### src/hw/rtl/hvps_pkg.sv
`timescale 1ns / 1ps
`default_nettype none

package hvps_pkg;

    // sequencer modes
    localparam logic [2:0] MODE_LED       = 3'd0;
    localparam logic [2:0] MODE_PRECHECK  = 3'd1;
    localparam logic [2:0] MODE_STANDBY   = 3'd2;
    localparam logic [2:0] MODE_PRECHARGE = 3'd3;
    localparam logic [2:0] MODE_HOLD      = 3'd4;
    localparam logic [2:0] MODE_ACTIVE    = 3'd5;

    // fault bits
    localparam logic [12:0] F_DIS_OPEN   = 13'h0001;
    localparam logic [12:0] F_PRE_CLOSED = 13'h0002;
    localparam logic [12:0] F_POS_CLOSED = 13'h0004;
    localparam logic [12:0] F_NEG_CLOSED = 13'h0008;
    localparam logic [12:0] F_PRECHECK_V = 13'h0010;
    localparam logic [12:0] F_WAIT_DIS   = 13'h0020;
    localparam logic [12:0] F_WAIT_ACT   = 13'h0040;
    localparam logic [12:0] F_DEACT      = 13'h0080;
    localparam logic [12:0] F_SD_OPEN    = 13'h0100;
    localparam logic [12:0] F_PRE_OPEN   = 13'h0200;
    localparam logic [12:0] F_POS_OPEN   = 13'h0400;
    localparam logic [12:0] F_NEG_OPEN   = 13'h0800;
    localparam logic [12:0] F_DEVIATION  = 13'h1000;

    // register indexes
    localparam logic [2:0] REG_TICK        = 3'd0;
    localparam logic [2:0] REG_HB_TIMEOUT  = 3'd1;
    localparam logic [2:0] REG_LED_CHECK   = 3'd2;
    localparam logic [2:0] REG_GRACE       = 3'd3;
    localparam logic [2:0] REG_HOLD        = 3'd4;
    localparam logic [2:0] REG_RESIDUAL    = 3'd5;
    localparam logic [2:0] REG_DEVIATION   = 3'd6;
    localparam logic [2:0] REG_CHARGE_DONE = 3'd7;

    // voltage conversion: volts = floor(d*97/400) = (d*VOLT_MUL) >> VOLT_SHIFT for d < 1650
    localparam logic [11:0] REF_MV     = 12'd3300;
    localparam logic [11:0] HALF_MV    = 12'd1650;
    localparam logic [21:0] VOLT_MUL   = 22'd4068475;
    localparam int          VOLT_SHIFT = 24;

    // charge curve: per-entry decay exp(-16ms/3.3s) in Q0.32
    localparam logic [31:0] DECAY_Q32  = 32'd4274193613;
    localparam int          STEP_SHIFT = 4;

    typedef struct packed {
        logic [9:0]  tick_ms;
        logic [15:0] heartbeat_timeout_ms;
        logic [15:0] led_check_ms;
        logic [15:0] fault_grace_ms;
        logic [15:0] hold_ms;
        logic [8:0]  residual_limit;
        logic [8:0]  deviation_limit;
        logic [15:0] charge_done_ms;
    } hvps_cfg_t;

    typedef struct packed {
        logic [8:0] precharge_volts;
        logic [8:0] tractive_volts;
        logic       shutdown_high;
        logic       precharge_aux_high;
        logic       air_pos_aux_high;
        logic       air_neg_aux_high;
        logic       heartbeat_seen;
    } hvps_item_t;

    typedef struct packed {
        logic [2:0]  mode;
        logic [15:0] pin_word;
        logic [12:0] fault_flags;
        logic [12:0] reported_flags;
        logic [3:0]  relays_closed;
        logic [8:0]  precharge_volts;
        logic [8:0]  tractive_volts;
    } hvps_result_t;

endpackage

`default_nettype wire

### src/hw/rtl/hvps_queue.sv
`timescale 1ns / 1ps
`default_nettype none

module hvps_queue
    import hvps_pkg::*;
(
    input  wire logic       clk,
    input  wire logic       rst_n,
    input  wire logic       push,
    input  wire hvps_item_t wdata,
    output logic            full,
    input  wire logic       pop,
    output hvps_item_t      rdata,
    output logic            empty
);

    hvps_item_t entry_reg [2];
    logic       wr_ptr_reg, rd_ptr_reg;
    logic [1:0] count_reg;

    assign full  = (count_reg == 2'd2);
    assign empty = (count_reg == 2'd0);
    assign rdata = entry_reg[rd_ptr_reg];

    // pointers and fill level
    always_ff @(posedge clk or negedge rst_n)
    begin
        if (!rst_n)
        begin
            wr_ptr_reg <= 1'b0;
            rd_ptr_reg <= 1'b0;
            count_reg  <= 2'd0;
        end
        else
        begin
            if (push)
            begin
                wr_ptr_reg <= ~wr_ptr_reg;
            end
            if (pop)
            begin
                rd_ptr_reg <= ~rd_ptr_reg;
            end
            count_reg <= count_reg + {1'b0, push} - {1'b0, pop};
        end
    end

    // storage
    always_ff @(posedge clk)
    begin
        if (push)
        begin
            entry_reg[wr_ptr_reg] <= wdata;
        end
    end

endmodule

`default_nettype wire

### config.mk
export PLATFORM = sky130hd
export DESIGN_NAME = hvps_queue
export DESIGN_NICKNAME = d
export VERILOG_FILES = /design/src/hw/rtl/hvps_pkg.sv /design/src/hw/rtl/hvps_queue.sv
export SDC_FILE = /design/constraint.sdc
export NUM_CORES = 1
export LEC_CHECK = 0
export BUFFER_PORTS_ARGS = -buffer_cell sky130_fd_sc_hd__buf_2
export CAP_MARGIN = 10
export CORE_ASPECT_RATIO = 1.2
export CORE_UTILIZATION = 46
export DETAILED_ROUTE_END_ITERATION = 7
export GPL_TIMING_DRIVEN = 1
export PLACE_DENSITY_LB_ADDON = 0.1
export SETUP_SLACK_MARGIN = 0.4
export SYNTH_ARGS = -nofsm -noshare
export SYNTH_HDL_FRONTEND = slang
export SYNTH_SLANG_ARGS = --single-unit
export TNS_END_PERCENT = 30
### constraint.sdc
create_clock -name clk -period 1.8 [get_ports clk]
set_input_delay 0.09 -clock clk [delete_from_list [all_inputs] [get_ports clk]]
set_output_delay 0.09 -clock clk [all_outputs]
set_load 0.005 [all_outputs]
==> results.md <==
- Die area: 4530 um2
- Slew Limit Fails: 0
- H-tree depth: 2
- Syn. warnings: 0
- Clock power share: 16.7%
- Setup violations, final: 0
- Switching share of power: 25.9%
- Initial antenna violation count: 0
- Ratio of cells with drive above 1 in the final layout: between 50% and 60%
- Effective utilization at floorplan: 48.9%
- Leak: 1.12 nW
- Fillers: approximately 320
- Worst Skew: around 0.0016 ns
- Crit path arrival time: 1.37 ns
- Area of the multi-input gates: 430 um2
- Slew HR: 84.5%
- Final Hold Vio Count: 0
- PwrDens: 1330 nW/um2
- Register area share after synthesis: 75.6%
- Largest net degree at the start of global routing: 14
- Maximum net fanout on the critical path: 11
- Gr ovfl total: 0
- Total CTS buffers: 5
- PnR worst setup slack: 0.343 ns
- I/O pin count: 52
- Antenna Nets Post-Route: 0
- EDFF count, synth: 46
- Worst endpoint required time: approximately 1.7 ns
- Crit path time final: 1.46 ns
- Pint: 2.64 mW
- # clock sinks: 50
- CTS root buffer: clkbuf_8
- Syn Nets: between 100 and 150
- HPWL after DPL: 2050 um
- Drt first-iter violations: 16
- Top post-synthesis cells by area: edfxtp_1 (70%), mux2_4 (15%), dfrtp_1 (5.1%), mux2_2 (2.3%), buf_12 (2.0%)
- GRT Overall Usage: 15.6%
- FF+latch area: roughly 1500 um2
- Cell taking the most area after synthesis: edfxtp_1
- RSZ-0062 raised after global routing: true
- Yosys reg bits: 50
- Crit start category: flip-flop
- Number of global-route vias before repair: 1,087
- Fin area: 2680 um2
- Non-filler instance count after layout: around 230
- Status: complete, no violations
- Switching Power: ~0.92 mW
- Sequential share of power: between 40% and 50%
- Via Count: slightly above 1,000
- Port Buf Inserts: 51
- First-pass GRT wire length: 4820 um
- Cell Rows: 25
- Async SR Flop Fraction: 8.00%
- Top FF cell, synth: edfxtp_1
- WS Path Type: flip-flop to output pin
- DRT Wirelength: 3180 um
- Mapped cell area: 1960 um2
- Max VDD drop: 0.753 mV
- Most common cell in the netlist: edfxtp_1
- Combinational share of power: a little under two fifths
- Final #Nets: 204
- CP Capture Type: output pin
- Max Root-Sink Buffers: 2
- Fmax: 687 MHz
- Worst Hold Depth: 2
- Worst slew pin tran: 0.232 ns
- Cell count after synthesis: 87
- Synth top area share: 70.5%
- Syn avg cell area: between 20 and 25 um2
- Avg WL per Cell: 13.9 um
- Post-CTS Setup Repair Bufs: 0
- Number of max-cap violations: 0
- Hold crit path type: input pin to flip-flop
- Residual DRC: 0
- Die height: 73.5 um
- Post-synth top cells: edfxtp_1 (46), mux2_4 (19), dfrtp_1 (4), mux2_2 (4)
- Unique masters post-synth: 13
- Max FFs per register: 46
- Placer Congestion: 0.623
- Worst Setup Slack post-DPL: 0.586 ns
- CTS tree: built
- Placed Area: 2290 um2
- Placed cells: 196
- Die extent in x: slightly above 60 um
- DR pass1 iterations: 4
- R2R depth: 5
- Antenna Cells: 0
- Core area: 4000 um2
- Clock-pin transition on the worst setup and hold timing paths: 0.08 ns
- Clk_lat worst skew: ~0.29 ns
- Setup TNS: 0 ns
- Synthesis-to-finish area growth: 36.7%
- Hold slack: approximately 0.033 ns
- Part of the cycle the worst path needs: 80.9%
- Via/cell ratio: 4.47
==> worst max-delay path: stages (launching register included) <==
cell	delay (ns)
dfrtp_2	0.47
buf_12	0.18
mux2_4	0.29
buf_2	0.13
==> final timing paths <==
check,to,slack [ns],start
max,rdata[14],0.34,rd_ptr_reg$_DFFE_PN0P_
min,wr_ptr_reg$_DFFE_PN0P_,0.03,push
max reg2reg,count_reg[1]$_DFF_PN0_,0.58,count_reg[0]$_DFF_PN0_
min reg2reg,wr_ptr_reg$_DFFE_PN0P_,0.53,wr_ptr_reg$_DFFE_PN0P_
max in group asynchronous,rd_ptr_reg$_DFFE_PN0P_,1.54,rst_n
min in group asynchronous,count_reg[1]$_DFF_PN0_,0.13,rst_n
==> metal layers <==
metal,track usage [%],wire length [um]
met4,7.16,58
met5,0,0
met3,4.75,170
met1,17.1,1310
met2,26.9,1650
==> stage by stage <==
stage	util, %	power, mW
2_1_floorplan	-	2.49
3_3_place_gp	57.2	2.77
3_5_place_dp	57.2	2.82
6_report	66.9	3.56
5_1_grt	66.9	3.75
4_1_cts	65.8	3.50
==> final cells by class <==
type                       instances  area share, %
inverter                           2          0.280
timing repair buffer              84           22.9
multi-input combinational         32           16.1
sequential                        50           55.3
clock buffer                       7           2.85
tap                               54           2.52
==> cell usage in the layout (no fill, tap or decap), drive strengths merged <==
master,n
and2,1
buf,58
nor2b,2
dfrtp,4
mux2,23
xor3,1
dlygate4sd3,25
edfxtp,46
inv,2
nor2,1
ha,2
clkbuf,8
xor2,2
==> logic make-up (layout without fill, tap and decap cells) <==
| group | after synthesis | in the layout | synth area share, % |
|---|---|---|---|
| simple gates | 4 | 4 | 1.15 |
| buf+inv | 5 | 93 | 3.00 |
| xor+xnor | 3 | 3 | 2.11 |
| mux | 23 | 23 | 16.9 |
| fa+ha+maj | 2 | 2 | 1.28 |
| flops | 50 | 50 | 75.6 |
==> power groups by stage <==
stage          clock, mW  combinational, mW  sequential [mW]
2_1_floorplan          0              0.844             1.64
3_3_place_gp           0               1.13             1.65
3_5_place_dp           0               1.16             1.66
4_1_cts            0.612               1.24             1.64
5_1_grt            0.649               1.42             1.68
6_report           0.594               1.31             1.66
==> what timing repair did <==
item,in CTS,in global routing
endpoints found under the setup margin,23,23
cloned,0,1
hold buffers,25,0
gates resized for setup,4,5
endpoints found under the hold margin,51,0
Power figures use the tool's default switching activity.
