<file path="src/hw/rtl/hvps_pkg.sv">
`timescale 1ns / 1ps
`default_nettype none

package hvps_pkg;

    // sequencer modes
    localparam logic [2:0] MODE_LED       = 3'd0;
    localparam logic [2:0] MODE_PRECHECK  = 3'd1;
    localparam logic [2:0] MODE_STANDBY   = 3'd2;
    localparam logic [2:0] MODE_PRECHARGE = 3'd3;
    localparam logic [2:0] MODE_HOLD      = 3'd4;
    localparam logic [2:0] MODE_ACTIVE    = 3'd5;

    // fault bits
    localparam logic [12:0] F_DIS_OPEN   = 13'h0001;
    localparam logic [12:0] F_PRE_CLOSED = 13'h0002;
    localparam logic [12:0] F_POS_CLOSED = 13'h0004;
    localparam logic [12:0] F_NEG_CLOSED = 13'h0008;
    localparam logic [12:0] F_PRECHECK_V = 13'h0010;
    localparam logic [12:0] F_WAIT_DIS   = 13'h0020;
    localparam logic [12:0] F_WAIT_ACT   = 13'h0040;
    localparam logic [12:0] F_DEACT      = 13'h0080;
    localparam logic [12:0] F_SD_OPEN    = 13'h0100;
    localparam logic [12:0] F_PRE_OPEN   = 13'h0200;
    localparam logic [12:0] F_POS_OPEN   = 13'h0400;
    localparam logic [12:0] F_NEG_OPEN   = 13'h0800;
    localparam logic [12:0] F_DEVIATION  = 13'h1000;

    // register indexes
    localparam logic [2:0] REG_TICK        = 3'd0;
    localparam logic [2:0] REG_HB_TIMEOUT  = 3'd1;
    localparam logic [2:0] REG_LED_CHECK   = 3'd2;
    localparam logic [2:0] REG_GRACE       = 3'd3;
    localparam logic [2:0] REG_HOLD        = 3'd4;
    localparam logic [2:0] REG_RESIDUAL    = 3'd5;
    localparam logic [2:0] REG_DEVIATION   = 3'd6;
    localparam logic [2:0] REG_CHARGE_DONE = 3'd7;

    // voltage conversion: volts = floor(d*97/400) = (d*VOLT_MUL) >> VOLT_SHIFT for d < 1650
    localparam logic [11:0] REF_MV     = 12'd3300;
    localparam logic [11:0] HALF_MV    = 12'd1650;
    localparam logic [21:0] VOLT_MUL   = 22'd4068475;
    localparam int          VOLT_SHIFT = 24;

    // charge curve: per-entry decay exp(-16ms/3.3s) in Q0.32
    localparam logic [31:0] DECAY_Q32  = 32'd4274193613;
    localparam int          STEP_SHIFT = 4;

    typedef struct packed {
        logic [9:0]  tick_ms;
        logic [15:0] heartbeat_timeout_ms;
        logic [15:0] led_check_ms;
        logic [15:0] fault_grace_ms;
        logic [15:0] hold_ms;
        logic [8:0]  residual_limit;
        logic [8:0]  deviation_limit;
        logic [15:0] charge_done_ms;
    } hvps_cfg_t;

    typedef struct packed {
        logic [8:0] precharge_volts;
        logic [8:0] tractive_volts;
        logic       shutdown_high;
        logic       precharge_aux_high;
        logic       air_pos_aux_high;
        logic       air_neg_aux_high;
        logic       heartbeat_seen;
    } hvps_item_t;

    typedef struct packed {
        logic [2:0]  mode;
        logic [15:0] pin_word;
        logic [12:0] fault_flags;
        logic [12:0] reported_flags;
        logic [3:0]  relays_closed;
        logic [8:0]  precharge_volts;
        logic [8:0]  tractive_volts;
    } hvps_result_t;

endpackage

`default_nettype wire

</file>
<file path="src/hw/rtl/hvps_front.sv">
`timescale 1ns / 1ps
`default_nettype none

module hvps_front
    import hvps_pkg::*;
#(
    parameter int ADC_BITS = 12
) (
    input  wire logic                clk,
    input  wire logic                rst_n,
    input  wire logic                enable,
    input  wire logic                in_valid,
    output logic                     in_ready,
    input  wire logic [ADC_BITS-1:0] adc_precharge,
    input  wire logic [ADC_BITS-1:0] adc_tractive,
    input  wire logic                shutdown_high,
    input  wire logic                precharge_aux_high,
    input  wire logic                air_pos_aux_high,
    input  wire logic                air_neg_aux_high,
    input  wire logic                heartbeat_seen,
    output logic                     push,
    output hvps_item_t               item,
    input  wire logic                q_full
);

    localparam int PW = ADC_BITS + 12;

    logic             s1_valid_reg, s2_valid_reg;
    logic [11:0]      s_pre_reg, s_trac_reg;
    logic [4:0]       bits_reg;
    hvps_item_t       item_reg;
    logic [PW-1:0]    mv_pre, mv_trac;
    logic [10:0]      d_pre, d_trac;
    logic [32:0]      v_pre, v_trac;
    logic             accept;

    assign in_ready = enable && !s1_valid_reg && !s2_valid_reg;
    assign accept   = in_valid && in_ready;
    assign push     = s2_valid_reg && !q_full;
    assign item     = item_reg;

    // counts to millivolts
    assign mv_pre  = PW'(REF_MV) * PW'(adc_precharge);
    assign mv_trac = PW'(REF_MV) * PW'(adc_tractive);

    // millivolts above mid-rail to volts
    assign d_pre  = (s_pre_reg  > HALF_MV) ? 11'(s_pre_reg  - HALF_MV) : 11'd0;
    assign d_trac = (s_trac_reg > HALF_MV) ? 11'(s_trac_reg - HALF_MV) : 11'd0;
    assign v_pre  = 33'(d_pre)  * 33'(VOLT_MUL);
    assign v_trac = 33'(d_trac) * 33'(VOLT_MUL);

    // stage valids
    always_ff @(posedge clk or negedge rst_n)
    begin
        if (!rst_n)
        begin
            s1_valid_reg <= 1'b0;
            s2_valid_reg <= 1'b0;
        end
        else
        begin
            s1_valid_reg <= accept;
            if (s1_valid_reg)
            begin
                s2_valid_reg <= 1'b1;
            end
            else if (push)
            begin
                s2_valid_reg <= 1'b0;
            end
        end
    end

    // payload stages
    always_ff @(posedge clk)
    begin
        if (accept)
        begin
            s_pre_reg  <= 12'(mv_pre  >> ADC_BITS);
            s_trac_reg <= 12'(mv_trac >> ADC_BITS);
            bits_reg   <= {shutdown_high, precharge_aux_high, air_pos_aux_high,
                           air_neg_aux_high, heartbeat_seen};
        end
        if (s1_valid_reg)
        begin
            item_reg.precharge_volts    <= 9'(v_pre  >> VOLT_SHIFT);
            item_reg.tractive_volts     <= 9'(v_trac >> VOLT_SHIFT);
            item_reg.shutdown_high      <= bits_reg[4];
            item_reg.precharge_aux_high <= bits_reg[3];
            item_reg.air_pos_aux_high   <= bits_reg[2];
            item_reg.air_neg_aux_high   <= bits_reg[1];
            item_reg.heartbeat_seen     <= bits_reg[0];
        end
    end

endmodule

`default_nettype wire

</file>
<file path="config.mk">
export PLATFORM = sky130hd
export DESIGN_NAME = hvps_front
export DESIGN_NICKNAME = d
export VERILOG_FILES = /design/src/hw/rtl/hvps_pkg.sv /design/src/hw/rtl/hvps_front.sv
export SDC_FILE = /design/constraint.sdc
export NUM_CORES = 1
export LEC_CHECK = 0
export ABC_AREA = 1
export CELL_PAD_IN_SITES_DETAIL_PLACEMENT = 1
export CELL_PAD_IN_SITES_GLOBAL_PLACEMENT = 1
export CORE_ASPECT_RATIO = 1.2
export CORE_MARGIN = 5
export CORE_UTILIZATION = 40
export DETAILED_ROUTE_END_ITERATION = 6
export DONT_BUFFER_PORTS = 1
export GPL_ROUTABILITY_DRIVEN = 1
export PLACE_DENSITY = 0.8
export SETUP_SLACK_MARGIN = 0.5
export SYNTH_ARGS = -nofsm -noshare
export SYNTH_HDL_FRONTEND = slang
export SYNTH_SLANG_ARGS = --single-unit
</file>
<file path="constraint.sdc">
create_clock -name clk -period 5.3 [get_ports clk]
set_clock_uncertainty 0.05 [all_clocks]
set_input_delay 0.53 -clock clk [delete_from_list [all_inputs] [get_ports clk]]
set_output_delay 0.53 -clock clk [all_outputs]
set_load 0.02 [all_outputs]
</file>
==> out/metrics.csv <==
metric,value,unit
regArea,0.001612,mm^2
max_freq,180.6,MHz
rsz0062_at_grt,yes,
nFillCells,4464,
seq_area_frac_synth,0.1049,
std_cell_rows,78,
numCtsBuffers,5,
r2r_setup_slack,-0.24,ns
drv_slew,0,
area_growth,23.45,%
routed.top_layer,met5,
critPathArrivalTime,5.58,ns
die_w,188.9,um
synthCells,1890,
insertedDiodeCount,0,
finalNonFillerCells,2514,
syn_area_per_cell,8.126,um^2
coreArea,0.03787,mm^2
violations,setup timing,
drive_gt1_frac,0.2296,
fp.dieH,224.6,um
status,"complete, but fails checks",
ios,59,
ys_ff_latch,54,
tightest_slew,0.7644,ns
end_kind,flop,
ys_types,38,
path_class,flop to flop,
place_inst,2425,
hpwl,39180,um
whs_path_depth,0,
slew_headroom,0.4885,
root_buffer,clkbuf_16,
numPortBuffers,0,
drt_iter0_drc,495,
fin_crit,5.537,ns
netlist_area,0.01536,mm^2
start_util,0.4056,
cts.clk_slew.worst_paths,0.08,ns
slowest_delay,0.56,ns
yosys_warnings,0,
place_congestion,0.9435,
track_usage,0.2279,
wl_met3,1630,um
design.die.area,0.04243,mm^2
clk_latency,0.34,ns
wl_per_cell,19.93,um
largest_reg_flops,23,
crit_required,5.34,ns
r2r_start,s_trac_reg[8],
hold_class,input pin to flop,
grt_pass1_vias,15367,
finalHoldViolCount,0,
vias,13251,
period_share,1.045,
grt_pass1_wl,77650,um
drtAntennaViolNets,0,
grt_max_degree,31,
final-setup-viol-count,17,
h-tree-depth,2,
fin_nets,2595,
synth_top_area_share,0.2754,
synth_area_leaders,"ha_1 (28%), fa_1 (25%), inv_1 (12%), edfxtp_1 (10%), nand2_1 (8.6%)",
min-delay-start,air_neg_aux_high,
cts_tree,yes,
drc_errors,0,
setup_ws,-0.2366,ns
whs_endpoint,bits_reg[1],
synth_top_area_cell,ha_1,
grt_overflow,0,
maxCapViolCount,0,
drtPass1Iterations,5,
cpMaxStageDelayCell,fa_1,
path_max_fanout,6,
syn_nets,2452,
routed_wl,50110,um
numClockSinks,54,
wl_met2,27250,um
multi_input_area,0.01369,mm^2
antenna_found_initial,1,
viasPerCell,5.271,
ff2ff_path_depth,25,
wl_met1,18610,um
r2r_end,item[7],
cp-start-kind,flop,
clock_path_buffers,2,
[layout make-up]
class	count	area share
Clock buffer	6	0.006798
Clock inverter	2	0.0007920
Inverter	482	0.09662
Multi-Input combinational cell	1354	0.7219
Sequential cell	54	0.08501
Tap cell	480	0.03168
Timing Repair Buffer	136	0.05722
[metrics by stage]
| step | setup slack, ns | TNS (ns) | area, um^2 | hold slack, ns | util |
|---|---|---|---|---|---|
| after detailed placement | -0.2538 | -2.435 | 16880 | 0.1852 | 0.4457 |
| final | -0.2366 | -1.906 | 18960 | 0.2350 | 0.5007 |
| after global placement | 0.01047 | 0 | 16880 | 0.1852 | 0.4457 |
| after global routing | -0.4165 | -5.124 | 18960 | 0.2163 | 0.5007 |
| after CTS | -0.003291 | -0.003291 | 18160 | 0.2184 | 0.4796 |
| after floorplan | 0.2753 | 0 | 15860 | 0.1844 | - |
[cells in the mapped netlist]
| cell | n |
|---|---|
| a211oi_1 | 2 |
| a21boi_0 | 3 |
| a21o_1 | 13 |
| a21oi_1 | 89 |
| a31oi_1 | 3 |
| and2_1 | 3 |
| dfrtp_1 | 2 |
| edfxtp_1 | 52 |
| fa_1 | 190 |
| ha_1 | 338 |
| inv_1 | 478 |
| inv_2 | 4 |
| nand2_1 | 350 |
| nand2_2 | 3 |
| nand2_4 | 3 |
| nand3_1 | 75 |
| nand3_2 | 3 |
| nand3b_1 | 2 |
| nand4_1 | 7 |
| nor2_1 | 127 |
| nor2_2 | 2 |
| nor2_4 | 2 |
| nor2_8 | 1 |
| nor3_1 | 22 |
| nor3_2 | 1 |
| nor3b_1 | 3 |
| nor4_1 | 7 |
| o211ai_1 | 1 |
| o21a_1 | 4 |
| o21ai_0 | 45 |
| o21ai_1 | 1 |
| o21bai_1 | 12 |
| o21bai_4 | 1 |
| o31ai_1 | 1 |
| or2_2 | 2 |
| xnor2_1 | 11 |
| xor2_1 | 26 |
| xor2_2 | 1 |
[how the worst max path moves through the flow]
stage                             start       end  slack, ns
after CTS                 s_trac_reg[3]  item[13]     -0.003
after global placement    s_trac_reg[1]  item[13]       0.01
after global routing      s_trac_reg[8]   item[7]      -0.42
after detailed placement  s_trac_reg[1]   item[5]      -0.25
after floorplan           s_trac_reg[8]  item[13]       0.28
final                     s_trac_reg[8]   item[7]      -0.24
[cell families (layout without fill, tap and decap cells)]
group                      count (synthesis)  in the layout  synth area share
adders and majority gates                528            528            0.5231
AOI/OAI and AO/OA                        175            175           0.06404
and+or+nand+nor                          613            613            0.1680
DFF                                       54             54            0.1049
buffers and inverters                    482            626            0.1178
xor gates and xnor gates                  38             38           0.02216
[critical path, delay by kind of cell (launching register included)]
kind	cells	cell delay [ns]
buffers and inverters	5	0.45
adders and majority gates	6	2.65
AOI/OAI and AO/OA	2	0.28
DFF	1	0.42
and+or+nand+nor	12	1.44
[cell usage in the layout, fill, tap and decap left out, drive strengths merged, types with 3 or more instances in the layout]
cell    synthesis  layout
ha            338     338
nand2         356     356
nand3          78      78
a21oi          89      89
nor3b           3       3
and2            3       3
a21o           13      13
nor4            7       7
nand4           7       7
buf             0     135
edfxtp         52      52
o21bai         13      13
o21a            4       4
clkbuf          0       6
a31oi           3       3
o21ai          46      46
xor2           27      27
inv           482     482
fa            190     190
a21boi          3       3
xnor2          11      11
nor2          132     132
nor3           23      23
[per-layer routing]
layer,vias to the layer above,track usage
li1,6209,-
met1,6569,0.2424
met2,319,0.4386
met3,152,0.03213
met4,2,0.1122
met5,-,0
[repair_timing]
item                                    4_1_cts  5_1_grt
buffers inserted                             51       29
pin swaps                                   104      112
hold buffers                                  1        0
endpoints found under the setup margin       18       18
resized for setup                           170      127
hold endpoints to repair                      2        0
Power is not shown: default switching activity piles up to over one toggle a cycle in this logic, so the estimate is an artifact.
